### config.mk
export PLATFORM = sky130hd
export DESIGN_NAME = wav_pcm16_header_parser_core_flat
export DESIGN_NICKNAME = d
export VERILOG_FILES = /design/src/hw/rtl/wavhp_pkg.sv /design/src/hw/rtl/wavhp_if.sv /design/src/hw/rtl/wavhp_walker.sv /design/src/hw/rtl/wav_pcm16_header_parser_core.sv /design/src/flat_wrapper.sv
export SDC_FILE = /design/constraint.sdc
export NUM_CORES = 1
export LEC_CHECK = 0
export BUFFER_PORTS_ARGS = -buffer_cell sky130_fd_sc_hd__buf_2
export CAP_MARGIN = 20
export CELL_PAD_IN_SITES_DETAIL_PLACEMENT = 1
export CELL_PAD_IN_SITES_GLOBAL_PLACEMENT = 2
export CORE_MARGIN = 2
export CORE_UTILIZATION = 44
export CTS_CLUSTER_DIAMETER = 40
export DETAILED_ROUTE_END_ITERATION = 10
export PLACE_DENSITY_LB_ADDON = 0.05
export SLEW_MARGIN = 5
export SYNTH_ARGS = -nofsm -noshare
export SYNTH_HDL_FRONTEND = slang
export SYNTH_SLANG_ARGS = --single-unit
### constraint.sdc
create_clock -name clk_i -period 8.7 [get_ports clk_i]
set_input_delay 1.74 -clock clk_i [delete_from_list [all_inputs] [get_ports clk_i]]
set_output_delay 1.74 -clock clk_i [all_outputs]
set_load 0.005 [all_outputs]
### src/hw/rtl/wavhp_pkg.sv
// wavhp_pkg: shared types, codes and constants of the wav pcm16 header parser
// no dependencies; imported by the interfaces, the chunk walker and the top level

package wavhp_pkg;

  // parse phase of the byte walker
  typedef enum logic [1:0] {
    PH_PREAMBLE,
    PH_HEADER,
    PH_PAYLOAD,
    PH_PAD
  } wavhp_phase_e;

  // kind of the chunk being walked
  typedef enum logic [1:0] {
    KIND_OTHER,
    KIND_FMT,
    KIND_DATA
  } wavhp_kind_e;

  // result status, first matching check wins
  typedef enum logic [2:0] {
    ST_OK,
    ST_NOT_WAV,
    ST_TRUNCATED,
    ST_BAD_FMT_SIZE,
    ST_MISSING_CHUNK,
    ST_NOT_PCM16,
    ST_CHAN_MISMATCH,
    ST_RATE_MISMATCH
  } wavhp_status_e;

  // configuration register indexes
  localparam logic [7:0] CFG_EXP_CHANNELS = 8'd0;
  localparam logic [7:0] CFG_EXP_RATE     = 8'd1;

  localparam logic [15:0] EXP_CHANNELS_RST = 16'd1;
  localparam logic [31:0] EXP_RATE_RST     = 32'd16000;

  // chunk tags as little-endian words
  localparam logic [31:0] TAG_FMT  = 32'h2074_6D66;
  localparam logic [31:0] TAG_DATA = 32'h6174_6164;

  localparam logic [32:0] POS_MAX = 33'h1_FFFF_FFFF;
  // a file shorter than 44 bytes means the last byte sits below offset 43
  localparam logic [32:0] MIN_LAST_POS = 33'd43;
  localparam logic [3:0]  LAST_PREAMBLE_POS = 4'd11;
  localparam logic [31:0] FMT_MIN_LEN = 32'd16;

  // fmt payload byte positions
  localparam logic [4:0] FMT_FIELDS_END = 5'd8;
  localparam logic [4:0] FMT_BITS_LO    = 5'd14;
  localparam logic [4:0] FMT_BITS_HI    = 5'd15;
  localparam logic [4:0] FMT_IDX_MAX    = 5'd16;

  localparam logic [15:0] FMT_PCM  = 16'd1;
  localparam logic [15:0] PCM_BITS = 16'd16;

  typedef struct packed {
    logic [15:0] exp_channels;
    logic [31:0] exp_rate;
  } wavhp_cfg_t;

  typedef struct packed {
    wavhp_status_e status;
    logic [15:0]   channel_count;
    logic [31:0]   rate_hz;
    logic [31:0]   payload_off;
    logic [31:0]   payload_len;
  } wavhp_result_t;

  // expected byte of the riff/wave preamble
  function automatic logic [7:0] preamble_tag(input logic [3:0] idx);
    logic [7:0] tag;
    case (idx)
      4'd0:    tag = 8'h52;
      4'd1:    tag = 8'h49;
      4'd2:    tag = 8'h46;
      4'd3:    tag = 8'h46;
      4'd8:    tag = 8'h57;
      4'd9:    tag = 8'h41;
      4'd10:   tag = 8'h56;
      4'd11:   tag = 8'h45;
      default: tag = 8'h00;
    endcase
    return tag;
  endfunction

  // preamble offsets that carry a tag byte (the riff size is not checked)
  function automatic logic preamble_checked(input logic [3:0] idx);
    return (idx < 4'd4) || ((idx >= 4'd8) && (idx <= LAST_PREAMBLE_POS));
  endfunction

endpackage

### src/hw/rtl/wavhp_if.sv
// wavhp interfaces: byte input, result output and configuration write channels
// depends on wavhp_pkg for the result status type

interface wavhp_in_if;
  logic       valid;
  logic       ready;
  logic [7:0] file_byte;
  logic       is_last;

  modport source (output valid, file_byte, is_last, input ready);
  modport sink   (input valid, file_byte, is_last, output ready);
endinterface

interface wavhp_out_if;
  import wavhp_pkg::*;
  logic          valid;
  logic          ready;
  wavhp_status_e status;
  logic [15:0]   channel_count;
  logic [31:0]   rate_hz;
  logic [31:0]   payload_off;
  logic [31:0]   payload_len;

  modport source (output valid, status, channel_count, rate_hz, payload_off, payload_len,
                  input ready);
  modport sink   (input valid, status, channel_count, rate_hz, payload_off, payload_len,
                  output ready);
endinterface

interface wavhp_cfg_if;
  logic        valid;
  logic        ready;
  logic [7:0]  reg_index;
  logic [31:0] wdata;

  modport source (output valid, reg_index, wdata, input ready);
  modport sink   (input valid, reg_index, wdata, output ready);
endinterface

### src/hw/rtl/wavhp_walker.sv
// wavhp_walker: parse state and per-byte update of the riff/wave chunk walk
// depends on wavhp_pkg; driven one byte per step by the top level

module wavhp_walker (
  input  logic                     clk_i,
  input  logic                     rst_ni,
  input  logic                     step_i,
  input  logic [7:0]               byte_i,
  input  logic                     last_i,
  input  wavhp_pkg::wavhp_cfg_t    cfg_i,
  output wavhp_pkg::wavhp_result_t res_o
);
  import wavhp_pkg::*;

  // control state, cleared at reset and after each last byte
  logic [32:0]  pos_q, pos_d;
  wavhp_phase_e phase_q, phase_d;
  logic         tags_ok_q, tags_ok_d;
  logic [2:0]   hdr_cnt_q, hdr_cnt_d;
  logic         fmt_err_q, fmt_err_d;
  logic         seen_fmt_q, seen_fmt_d;
  logic         seen_data_q, seen_data_d;
  logic [15:0]  com_fmt_q, com_fmt_d;
  logic [15:0]  com_ch_q, com_ch_d;
  logic [31:0]  com_rate_q, com_rate_d;
  logic [15:0]  com_bits_q, com_bits_d;
  logic [31:0]  data_off_q, data_off_d;
  logic [31:0]  pay_len_q, pay_len_d;

  // chunk state, always written before it is read
  logic [55:0]  hdr_q, hdr_d;
  wavhp_kind_e  kind_q, kind_d;
  logic [31:0]  len_q, len_d;
  logic [31:0]  remain_q, remain_d;
  logic [4:0]   fmt_idx_q, fmt_idx_d;
  logic [63:0]  pend_q, pend_d;
  logic [15:0]  pend_bits_q, pend_bits_d;

  logic         finish;
  logic [31:0]  hdr_tag;
  logic [31:0]  hdr_len;
  logic [31:0]  next_pos;

  assign hdr_tag  = hdr_q[31:0];
  assign hdr_len  = {byte_i, hdr_q[55:32]};
  assign next_pos = pos_q[31:0] + 32'd1;

  // per-byte update
  always_comb begin
    pos_d       = (pos_q == POS_MAX) ? pos_q : pos_q + 33'd1;
    phase_d     = phase_q;
    tags_ok_d   = tags_ok_q;
    hdr_cnt_d   = hdr_cnt_q;
    fmt_err_d   = fmt_err_q;
    seen_fmt_d  = seen_fmt_q;
    seen_data_d = seen_data_q;
    com_fmt_d   = com_fmt_q;
    com_ch_d    = com_ch_q;
    com_rate_d  = com_rate_q;
    com_bits_d  = com_bits_q;
    data_off_d  = data_off_q;
    pay_len_d   = pay_len_q;
    hdr_d       = hdr_q;
    kind_d      = kind_q;
    len_d       = len_q;
    remain_d    = remain_q;
    fmt_idx_d   = fmt_idx_q;
    pend_d      = pend_q;
    pend_bits_d = pend_bits_q;
    finish      = 1'b0;

    unique case (phase_q)
      PH_PREAMBLE: begin
        if (preamble_checked(pos_q[3:0]) && (byte_i != preamble_tag(pos_q[3:0]))) begin
          tags_ok_d = 1'b0;
        end
        if (pos_q[3:0] == LAST_PREAMBLE_POS) begin
          phase_d   = PH_HEADER;
          hdr_cnt_d = 3'd0;
        end
      end
      PH_HEADER: begin
        if (hdr_cnt_q != 3'd7) begin
          hdr_d[{hdr_cnt_q, 3'b000} +: 8] = byte_i;
          hdr_cnt_d = hdr_cnt_q + 3'd1;
        end else begin
          hdr_cnt_d = 3'd0;
          if (hdr_tag == TAG_FMT) begin
            kind_d = KIND_FMT;
          end else if (hdr_tag == TAG_DATA) begin
            kind_d = KIND_DATA;
          end else begin
            kind_d = KIND_OTHER;
          end
          len_d     = hdr_len;
          remain_d  = hdr_len;
          fmt_idx_d = 5'd0;
          if (hdr_len == 32'd0) begin
            finish = 1'b1;
          end else begin
            phase_d = PH_PAYLOAD;
          end
        end
      end
      PH_PAYLOAD: begin
        // capture format, channels and rate, then bits per sample
        if (kind_q == KIND_FMT) begin
          if (fmt_idx_q < FMT_FIELDS_END) begin
            pend_d[{fmt_idx_q[2:0], 3'b000} +: 8] = byte_i;
          end else if (fmt_idx_q == FMT_BITS_LO) begin
            pend_bits_d[7:0] = byte_i;
          end else if (fmt_idx_q == FMT_BITS_HI) begin
            pend_bits_d[15:8] = byte_i;
          end
        end
        if (fmt_idx_q != FMT_IDX_MAX) begin
          fmt_idx_d = fmt_idx_q + 5'd1;
        end
        remain_d = remain_q - 32'd1;
        if (remain_q == 32'd1) begin
          finish = 1'b1;
        end
      end
      PH_PAD: begin
        phase_d   = PH_HEADER;
        hdr_cnt_d = 3'd0;
      end
      default: begin
        phase_d = PH_HEADER;
      end
    endcase

    // end of a chunk payload: commit unless an error is already latched
    if (finish) begin
      if (!fmt_err_q) begin
        if (kind_d == KIND_FMT) begin
          if (len_d < FMT_MIN_LEN) begin
            fmt_err_d = 1'b1;
          end else begin
            com_fmt_d  = pend_d[15:0];
            com_ch_d   = pend_d[31:16];
            com_rate_d = pend_d[63:32];
            com_bits_d = pend_bits_d;
            seen_fmt_d = 1'b1;
          end
        end else if (kind_d == KIND_DATA) begin
          data_off_d  = next_pos - len_d;
          pay_len_d   = len_d;
          seen_data_d = 1'b1;
        end
      end
      hdr_cnt_d = 3'd0;
      phase_d   = len_d[0] ? PH_PAD : PH_HEADER;
    end
  end

  // status of the file ending with this byte
  always_comb begin
    if ((pos_q < MIN_LAST_POS) || !tags_ok_d) begin
      res_o.status = ST_NOT_WAV;
    end else if (fmt_err_d) begin
      res_o.status = ST_BAD_FMT_SIZE;
    end else if (phase_d == PH_PAYLOAD) begin
      res_o.status = ST_TRUNCATED;
    end else if (!seen_fmt_d || !seen_data_d) begin
      res_o.status = ST_MISSING_CHUNK;
    end else if ((com_fmt_d != FMT_PCM) || (com_bits_d != PCM_BITS)) begin
      res_o.status = ST_NOT_PCM16;
    end else if (com_ch_d != cfg_i.exp_channels) begin
      res_o.status = ST_CHAN_MISMATCH;
    end else if (com_rate_d != cfg_i.exp_rate) begin
      res_o.status = ST_RATE_MISMATCH;
    end else begin
      res_o.status = ST_OK;
    end
    res_o.channel_count = com_ch_d;
    res_o.rate_hz       = com_rate_d;
    res_o.payload_off   = data_off_d;
    res_o.payload_len   = pay_len_d;
  end

  // control state registers, cleared again after the last byte of a file
  always_ff @(posedge clk_i or negedge rst_ni) begin
    if (!rst_ni) begin
      pos_q       <= '0;
      phase_q     <= PH_PREAMBLE;
      tags_ok_q   <= 1'b1;
      hdr_cnt_q   <= '0;
      fmt_err_q   <= 1'b0;
      seen_fmt_q  <= 1'b0;
      seen_data_q <= 1'b0;
      com_fmt_q   <= '0;
      com_ch_q    <= '0;
      com_rate_q  <= '0;
      com_bits_q  <= '0;
      data_off_q  <= '0;
      pay_len_q   <= '0;
    end else if (step_i && last_i) begin
      pos_q       <= '0;
      phase_q     <= PH_PREAMBLE;
      tags_ok_q   <= 1'b1;
      hdr_cnt_q   <= '0;
      fmt_err_q   <= 1'b0;
      seen_fmt_q  <= 1'b0;
      seen_data_q <= 1'b0;
      com_fmt_q   <= '0;
      com_ch_q    <= '0;
      com_rate_q  <= '0;
      com_bits_q  <= '0;
      data_off_q  <= '0;
      pay_len_q   <= '0;
    end else if (step_i) begin
      pos_q       <= pos_d;
      phase_q     <= phase_d;
      tags_ok_q   <= tags_ok_d;
      hdr_cnt_q   <= hdr_cnt_d;
      fmt_err_q   <= fmt_err_d;
      seen_fmt_q  <= seen_fmt_d;
      seen_data_q <= seen_data_d;
      com_fmt_q   <= com_fmt_d;
      com_ch_q    <= com_ch_d;
      com_rate_q  <= com_rate_d;
      com_bits_q  <= com_bits_d;
      data_off_q  <= data_off_d;
      pay_len_q   <= pay_len_d;
    end
  end

  // chunk payload registers
  always_ff @(posedge clk_i) begin
    if (step_i) begin
      hdr_q       <= hdr_d;
      kind_q      <= kind_d;
      len_q       <= len_d;
      remain_q    <= remain_d;
      fmt_idx_q   <= fmt_idx_d;
      pend_q      <= pend_d;
      pend_bits_q <= pend_bits_d;
    end
  end

endmodule

### src/hw/rtl/wav_pcm16_header_parser_core.sv
// A WAV file enters one byte per beat and the block accepts one byte every cycle, with no gaps
// between files, unless input stalls as below; an accepted byte is held in the input register,
// and the one marked last yields its single result beat in the output register behind it.
// The rate is set by the per-byte update of the chunk walker. Input stalls only while a
// finished result waits in the output register and the byte in hand is itself a last byte.
// Configuration writes are always taken and should be made only while the block is idle.

// wav_pcm16_header_parser_core: top level with input register, result register and config
// depends on wavhp_pkg, the wavhp interfaces and wavhp_walker

module wav_pcm16_header_parser_core (
  input  logic  clk_i,
  input  logic  rst_ni,
  wavhp_in_if.sink    in_i,
  wavhp_out_if.source out_o,
  wavhp_cfg_if.sink   cfg_i
);
  import wavhp_pkg::*;

  logic          in_vld_q;
  logic [7:0]    byte_q;
  logic          last_q;
  logic          out_vld_q;
  wavhp_result_t res_q;
  wavhp_result_t res;
  wavhp_cfg_t    cfg_q;
  logic          advance;

  // the held byte moves on unless it would need the occupied result slot
  assign advance     = in_vld_q && (!last_q || !out_vld_q || out_o.ready);
  assign in_i.ready  = !in_vld_q || advance;
  assign cfg_i.ready = 1'b1;

  // input register
  always_ff @(posedge clk_i or negedge rst_ni) begin
    if (!rst_ni) begin
      in_vld_q <= 1'b0;
    end else if (in_i.ready) begin
      in_vld_q <= in_i.valid;
    end
  end

  always_ff @(posedge clk_i) begin
    if (in_i.valid && in_i.ready) begin
      byte_q <= in_i.file_byte;
      last_q <= in_i.is_last;
    end
  end

  // configuration registers
  always_ff @(posedge clk_i or negedge rst_ni) begin
    if (!rst_ni) begin
      cfg_q.exp_channels <= EXP_CHANNELS_RST;
      cfg_q.exp_rate     <= EXP_RATE_RST;
    end else if (cfg_i.valid) begin
      unique case (cfg_i.reg_index)
        CFG_EXP_CHANNELS: cfg_q.exp_channels <= cfg_i.wdata[15:0];
        CFG_EXP_RATE:     cfg_q.exp_rate     <= cfg_i.wdata;
        default:          ;
      endcase
    end
  end

  wavhp_walker u_walker (
    .clk_i  (clk_i),
    .rst_ni (rst_ni),
    .step_i (advance),
    .byte_i (byte_q),
    .last_i (last_q),
    .cfg_i  (cfg_q),
    .res_o  (res)
  );

  // result register
  always_ff @(posedge clk_i or negedge rst_ni) begin
    if (!rst_ni) begin
      out_vld_q <= 1'b0;
    end else if (advance && last_q) begin
      out_vld_q <= 1'b1;
    end else if (out_o.ready) begin
      out_vld_q <= 1'b0;
    end
  end

  always_ff @(posedge clk_i) begin
    if (advance && last_q) begin
      res_q <= res;
    end
  end

  assign out_o.valid         = out_vld_q;
  assign out_o.status        = res_q.status;
  assign out_o.channel_count = res_q.channel_count;
  assign out_o.rate_hz       = res_q.rate_hz;
  assign out_o.payload_off   = res_q.payload_off;
  assign out_o.payload_len   = res_q.payload_len;

endmodule

### src/flat_wrapper.sv
// flat-port wrapper written by rule: the top's interface ports become plain ports
module wav_pcm16_header_parser_core_flat import wavhp_pkg::*;
  (clk_i, rst_ni, in_i_valid, in_i_file_byte, in_i_is_last, in_i_ready, out_o_valid, out_o_status, out_o_channel_count, out_o_rate_hz, out_o_payload_off, out_o_payload_len, out_o_ready, cfg_i_valid, cfg_i_reg_index, cfg_i_wdata, cfg_i_ready);
  wavhp_in_if in_i_i ();
  wavhp_out_if out_o_i ();
  wavhp_cfg_if cfg_i_i ();
  input  logic clk_i;
  input  logic rst_ni;
  input wire logic [$bits(in_i_i.valid)-1:0] in_i_valid;
  input wire logic [$bits(in_i_i.file_byte)-1:0] in_i_file_byte;
  input wire logic [$bits(in_i_i.is_last)-1:0] in_i_is_last;
  output wire logic [$bits(in_i_i.ready)-1:0] in_i_ready;
  output wire logic [$bits(out_o_i.valid)-1:0] out_o_valid;
  output wire logic [$bits(out_o_i.status)-1:0] out_o_status;
  output wire logic [$bits(out_o_i.channel_count)-1:0] out_o_channel_count;
  output wire logic [$bits(out_o_i.rate_hz)-1:0] out_o_rate_hz;
  output wire logic [$bits(out_o_i.payload_off)-1:0] out_o_payload_off;
  output wire logic [$bits(out_o_i.payload_len)-1:0] out_o_payload_len;
  input wire logic [$bits(out_o_i.ready)-1:0] out_o_ready;
  input wire logic [$bits(cfg_i_i.valid)-1:0] cfg_i_valid;
  input wire logic [$bits(cfg_i_i.reg_index)-1:0] cfg_i_reg_index;
  input wire logic [$bits(cfg_i_i.wdata)-1:0] cfg_i_wdata;
  output wire logic [$bits(cfg_i_i.ready)-1:0] cfg_i_ready;
  assign in_i_i.valid = in_i_valid;
  assign in_i_i.file_byte = in_i_file_byte;
  assign in_i_i.is_last = in_i_is_last;
  assign in_i_ready = in_i_i.ready;
  assign out_o_valid = out_o_i.valid;
  assign out_o_status = out_o_i.status;
  assign out_o_channel_count = out_o_i.channel_count;
  assign out_o_rate_hz = out_o_i.rate_hz;
  assign out_o_payload_off = out_o_i.payload_off;
  assign out_o_payload_len = out_o_i.payload_len;
  assign out_o_i.ready = out_o_ready;
  assign cfg_i_i.valid = cfg_i_valid;
  assign cfg_i_i.reg_index = cfg_i_reg_index;
  assign cfg_i_i.wdata = cfg_i_wdata;
  assign cfg_i_ready = cfg_i_i.ready;
  wav_pcm16_header_parser_core u_core (.clk_i(clk_i), .rst_ni(rst_ni), .in_i(in_i_i), .out_o(out_o_i), .cfg_i(cfg_i_i));
endmodule
==> summary.log <==
INFO  timing         worst_slew_pin_slew=1.077ns
INFO  pwr            pwr_density_cell=230.2mW/mm²
INFO  logic_synthesis mappedNetlistArea=0.02797mm²
INFO  setup_path     critical_path.max_fanout=43
INFO  timing         final-hold-violation-count=0
INFO  grt            grt_pass1_wl=137.7mm
INFO  floorplan      io_pins=172
INFO  timing         final.min_clock_period=5.749ns
INFO  route          detail_route.first_pass.iterations=5
INFO  setup_path     critPathSlowestCell=sky130_fd_sc_hd__nand4_1
INFO  setup_path     worstPathArrival=6.10ns
INFO  floorplan      initial_utilization=44.43%
INFO  cells_and_area layout.cells.most_common=sky130_fd_sc_hd__edfxtp_1
INFO  setup_path     cp_data_required_time=9.05ns
INFO  clock_network  cts.clk_slew.worst_paths=0.06ns
INFO  timing         crit_share_post_route=66.08%
INFO  route          vias=20890
INFO  setup_path     path_common_cell=sky130_fd_sc_hd__buf_4
INFO  clock_network  ctsLongestPathBuffers=3
INFO  cells_and_area layout.cells.most_common_list=sky130_fd_sc_hd__edfxtp_1 (331), sky130_fd_sc_hd__dfrtp_1 (228), sky130_fd_sc_hd__nor2_1 (227)
INFO  setup_path     timing.setup.critical_path_class=flip-flop to flip-flop
INFO  floorplan      dieHeight=256.1µm
INFO  logic_synthesis ys_ff_latch=567
INFO  grt            maximum_number_of_pins_on_one_net_before_global_route_repair=143
INFO  cells_and_area nets=2860
INFO  setup_path     endpoint_kind=flip-flop
INFO  setup_path     timing.critical_path.cells=inv_1 > ha_1 > and2_4 > mux2_4 > nor2_1 > o2111ai_1 > nand4_1 > buf_4 > buf_4 > mux2i_1 > o22ai_1 > or4_1 > or3_1 > nor3_1 > nor3b_1
INFO  placed_design  placement.io_buffers=170
INFO  timing         hold_worst_slack=0.4746ns
INFO  hold_path      min_path_type=flip-flop to flip-flop
INFO  job            max-cap-violations=0
INFO  grt            first_global_vias=21930
INFO  logic_synthesis synth-async-reset-ratio=41.62%
INFO  cells_and_area synthToLayoutAreaGrowth=19.62%
INFO  pwr            fin_total_pwr=7.704mW
INFO  logic_synthesis ys_dominant_reg_cell=sky130_fd_sc_hd__edfxtp_1
INFO  grt            gr-usage-met3=3.714%
INFO  pwr            p_leak=14.05nW
INFO  timing         grt_setup_unrepaired=no
INFO  grt            initial_antenna_violation_count=3
INFO  grt            groute.usage.overall=27.34%
INFO  clock_network  cts_hold_repair.buffers=0
INFO  timing         worst_clock_skew=0.02170ns
INFO  floorplan      floorplan.core_area=0.06297mm²
INFO  placed_design  post-dp-hpwl=61.37mm
INFO  logic_synthesis synth_nets=2664
INFO  route          drt.antenna.violating_nets=0
INFO  route          totalWireLength=89.60mm
INFO  run_status     status=finished clean
INFO  cells_and_area antenna-diode-count=0
INFO  route          remaining_drc_errors=0
INFO  timing         finalSetupViolCount=0
INFO  logic_synthesis synth_area_per_cell=11.07µm²
INFO  clock_network  cts_resized=0
INFO  grt            grt_busiest_layer=met2
INFO  grt            grt_use_met1=36.10%
INFO  cells_and_area layout-drive-gt1-share=18.39%
INFO  setup_path     timing.critical_path.from_type=flip-flop
INFO  setup_path     slowest_delay=0.67ns
INFO  clock_network  cts_root_buf=sky130_fd_sc_hd__clkbuf_16
INFO  timing         fmax=174.0MHz
INFO  pwr            power.share.switching=24.24%
INFO  timing         fin_setup_tns=0ns
INFO  floorplan      die_area=0.06561mm²
INFO  clock_network  numCtsBuffers=101
INFO  logic_synthesis yosysWarnings=0
INFO  pwr            p_int=5.836mW
INFO  route          route.detailed.vias_per_inst=5.711
INFO  floorplan      rows=92
INFO  clock_network  ctsHtreeMaxLevel=3
INFO  pwr            clock_power_share=54.1%
INFO  clock_network  clock_sinks=567
INFO  pwr            flop_pwr_share=39.3%
INFO  logic_synthesis postSynthCellCount=2528
INFO  grt            grt_use_met2=47.18%
INFO  logic_synthesis yosys.cell_types.count=91
INFO  pwr            combPwrFrac=6.6%
INFO  placed_design  finalWeightedCongestion=0.8461
INFO  timing         maxSlewHeadroom=28.23%
INFO  timing         timing_max_transition_violations_final=0
INFO  logic_synthesis synth_enable_flop_cells=331
INFO  clock_network  cts_tree=built
INFO  route          routed_wire_length_per_instance=24.49µm
INFO  clock_network  postCtsSetupBuffers=0
INFO  pwr            power_switching=1.868mW
INFO  floorplan      die_w=256.1µm
INFO  pwr            worst_ir_drop_vdd=170.3µV
INFO  logic_synthesis ys_seq_area_share=56.68%
INFO  grt            grt-ovfl-total=0
INFO  route          drt_first_iter_violations=1173
INFO  clock_network  worst_skew_pair_latency=0.65ns
==> power groups by stage <==
stage	logic (mW)	registers [mW]	clock network (mW)
floorplan	0.283	3.06	0
global placement	0.498	3.07	0
detailed placement	0.510	3.08	0
CTS	0.515	3.03	4.24
global route	0.556	3.04	4.36
finish	0.506	3.03	4.17
==> routing by layer <==
metal / share of wire, % / wire, µm / vias up
li1: - / - / 9616
met5: 0 / 0 / -
met1: 44 / 39490 / 10730
met2: 50 / 45070 / 437
met4: 1.9 / 1737 / 0
met3: 3.7 / 3306 / 111
==> state kept, by name (all words and copies together) (netlist names), 5 cells and up <==
name,cells
u_core.out_o.rate_hz,32
u_core.u_walker.fmt_idx_q,5
u_core.cfg_q,48
u_core.u_walker.len_q,32
u_core.u_walker.data_off_q,32
u_core.u_walker.pay_len_q,32
u_core.u_walker.com_ch_q,16
u_core.u_walker.remain_q,32
u_core.byte_q,8
u_core.u_walker.pos_q,33
u_core.u_walker.com_rate_q,32
u_core.u_walker.pend_bits_q,16
u_core.u_walker.com_fmt_q,16
u_core.u_walker.pend_q,64
u_core.out_o.payload_off,32
u_core.u_walker.com_bits_q,16
u_core.u_walker.hdr_q,56
u_core.out_o.payload_len,32
u_core.out_o.channel_count,16
==> critical path, delay by kind of cell, from the launching register on <==
kind	cells	cell delay (ns)
adders and majority gates	1	0.43
buffers and inverters	3	1.09
DFF	1	0.42
AOI/OAI and AO/OA	2	0.31
muxes	2	0.73
and+or+nand+nor	7	2.44
==> cell usage after synthesis, types with 7 or more instances <==
cell type                  instances  area [µm²]
sky130_fd_sc_hd__a21o_1           14       105.1
sky130_fd_sc_hd__a21oi_1         156       780.8
sky130_fd_sc_hd__a221oi_1         10       87.58
sky130_fd_sc_hd__a22o_1           89       779.5
sky130_fd_sc_hd__a31oi_1          14       87.58
sky130_fd_sc_hd__and2_1           69       431.7
sky130_fd_sc_hd__and3_1           14       87.58
sky130_fd_sc_hd__buf_1            12       45.04
sky130_fd_sc_hd__clkbuf_1        103       386.6
sky130_fd_sc_hd__dfrtp_1         228        5705
sky130_fd_sc_hd__dfstp_2           8       210.2
sky130_fd_sc_hd__edfxtp_1        331        9940
sky130_fd_sc_hd__ha_1             81        1013
sky130_fd_sc_hd__inv_1           134       503.0
sky130_fd_sc_hd__mux2_2           79       889.6
sky130_fd_sc_hd__mux2i_1          62       620.6
sky130_fd_sc_hd__nand2_1         218       818.3
sky130_fd_sc_hd__nand2b_1         13       81.33
sky130_fd_sc_hd__nand3_1          33       165.2
sky130_fd_sc_hd__nand4_1          31       193.9
sky130_fd_sc_hd__nor2_1          228       855.8
sky130_fd_sc_hd__nor2b_1           8       50.05
sky130_fd_sc_hd__nor3_1           47       235.2
sky130_fd_sc_hd__nor4_1           58       362.9
sky130_fd_sc_hd__nor4b_1           7       61.31
sky130_fd_sc_hd__o21a_1           13       97.59
sky130_fd_sc_hd__o21ai_0         161       805.8
sky130_fd_sc_hd__o21bai_1          7       52.55
sky130_fd_sc_hd__o22ai_1          22       137.6
sky130_fd_sc_hd__o31ai_1           8       60.06
sky130_fd_sc_hd__o41ai_1           7       61.31
sky130_fd_sc_hd__or3_1            10       62.56
sky130_fd_sc_hd__xnor2_1          58       508.0
sky130_fd_sc_hd__xor2_1           70       613.1
==> metrics by stage <==
stage	setup WS, ns	std cells	area (µm²)	utilization [%]
final	2.951	3658	33460	53.15
after detailed placement	2.968	3466	29820	47.36
after floorplan	2.475	2528	27970	-
after CTS	2.957	3657	33460	53.14
after global routing	2.495	3658	33460	53.15
after global placement	3.158	3466	29820	47.36
==> layout make-up <==
type	instances	area [µm²]
Fill cell	6702	29500
Sequential cell	567	15860
Multi-Input combinational cell	1699	11160
Clock buffer	114	2711
Timing Repair Buffer	217	1224
Tap cell	846	1059
Clock inverter	77	929.6
Inverter	138	525.5
==> final timing paths <==
check                           depth (start not counted)                             end                      startpoint  slack (ns)
worst max-delay path                                   15          u_core.out_o.status[2]      u_core.u_walker.phase_q[1]        2.95
worst min-delay path                                    2  u_core.u_walker.data_off_q[24]  u_core.u_walker.data_off_q[24]        0.47
worst max register to register                         15          u_core.out_o.status[2]      u_core.u_walker.phase_q[1]        2.95
worst min register to register                          2  u_core.u_walker.data_off_q[24]  u_core.u_walker.data_off_q[24]        0.47
max in group asynchronous                               2     u_core.u_walker.com_ch_q[7]                          rst_ni        6.02
min in group asynchronous                               1   u_core.u_walker.data_off_q[9]                          rst_ni        1.15
==> logic make-up after synthesis <==
group                    after synthesis  share of synthesized area, %
multiplexers                         142                         5.452
flip-flops                           567                         56.68
AND/OR/NAND/NOR                      786                         13.78
XOR/XNOR                             128                         4.008
AO/OA/AOI/OAI                        560                         12.77
other                                  1                       0.01341
adder cells (fa/ha/maj)               82                         3.694
buffers and inverters                262                         3.605
(Power assumes the default switching activity.)
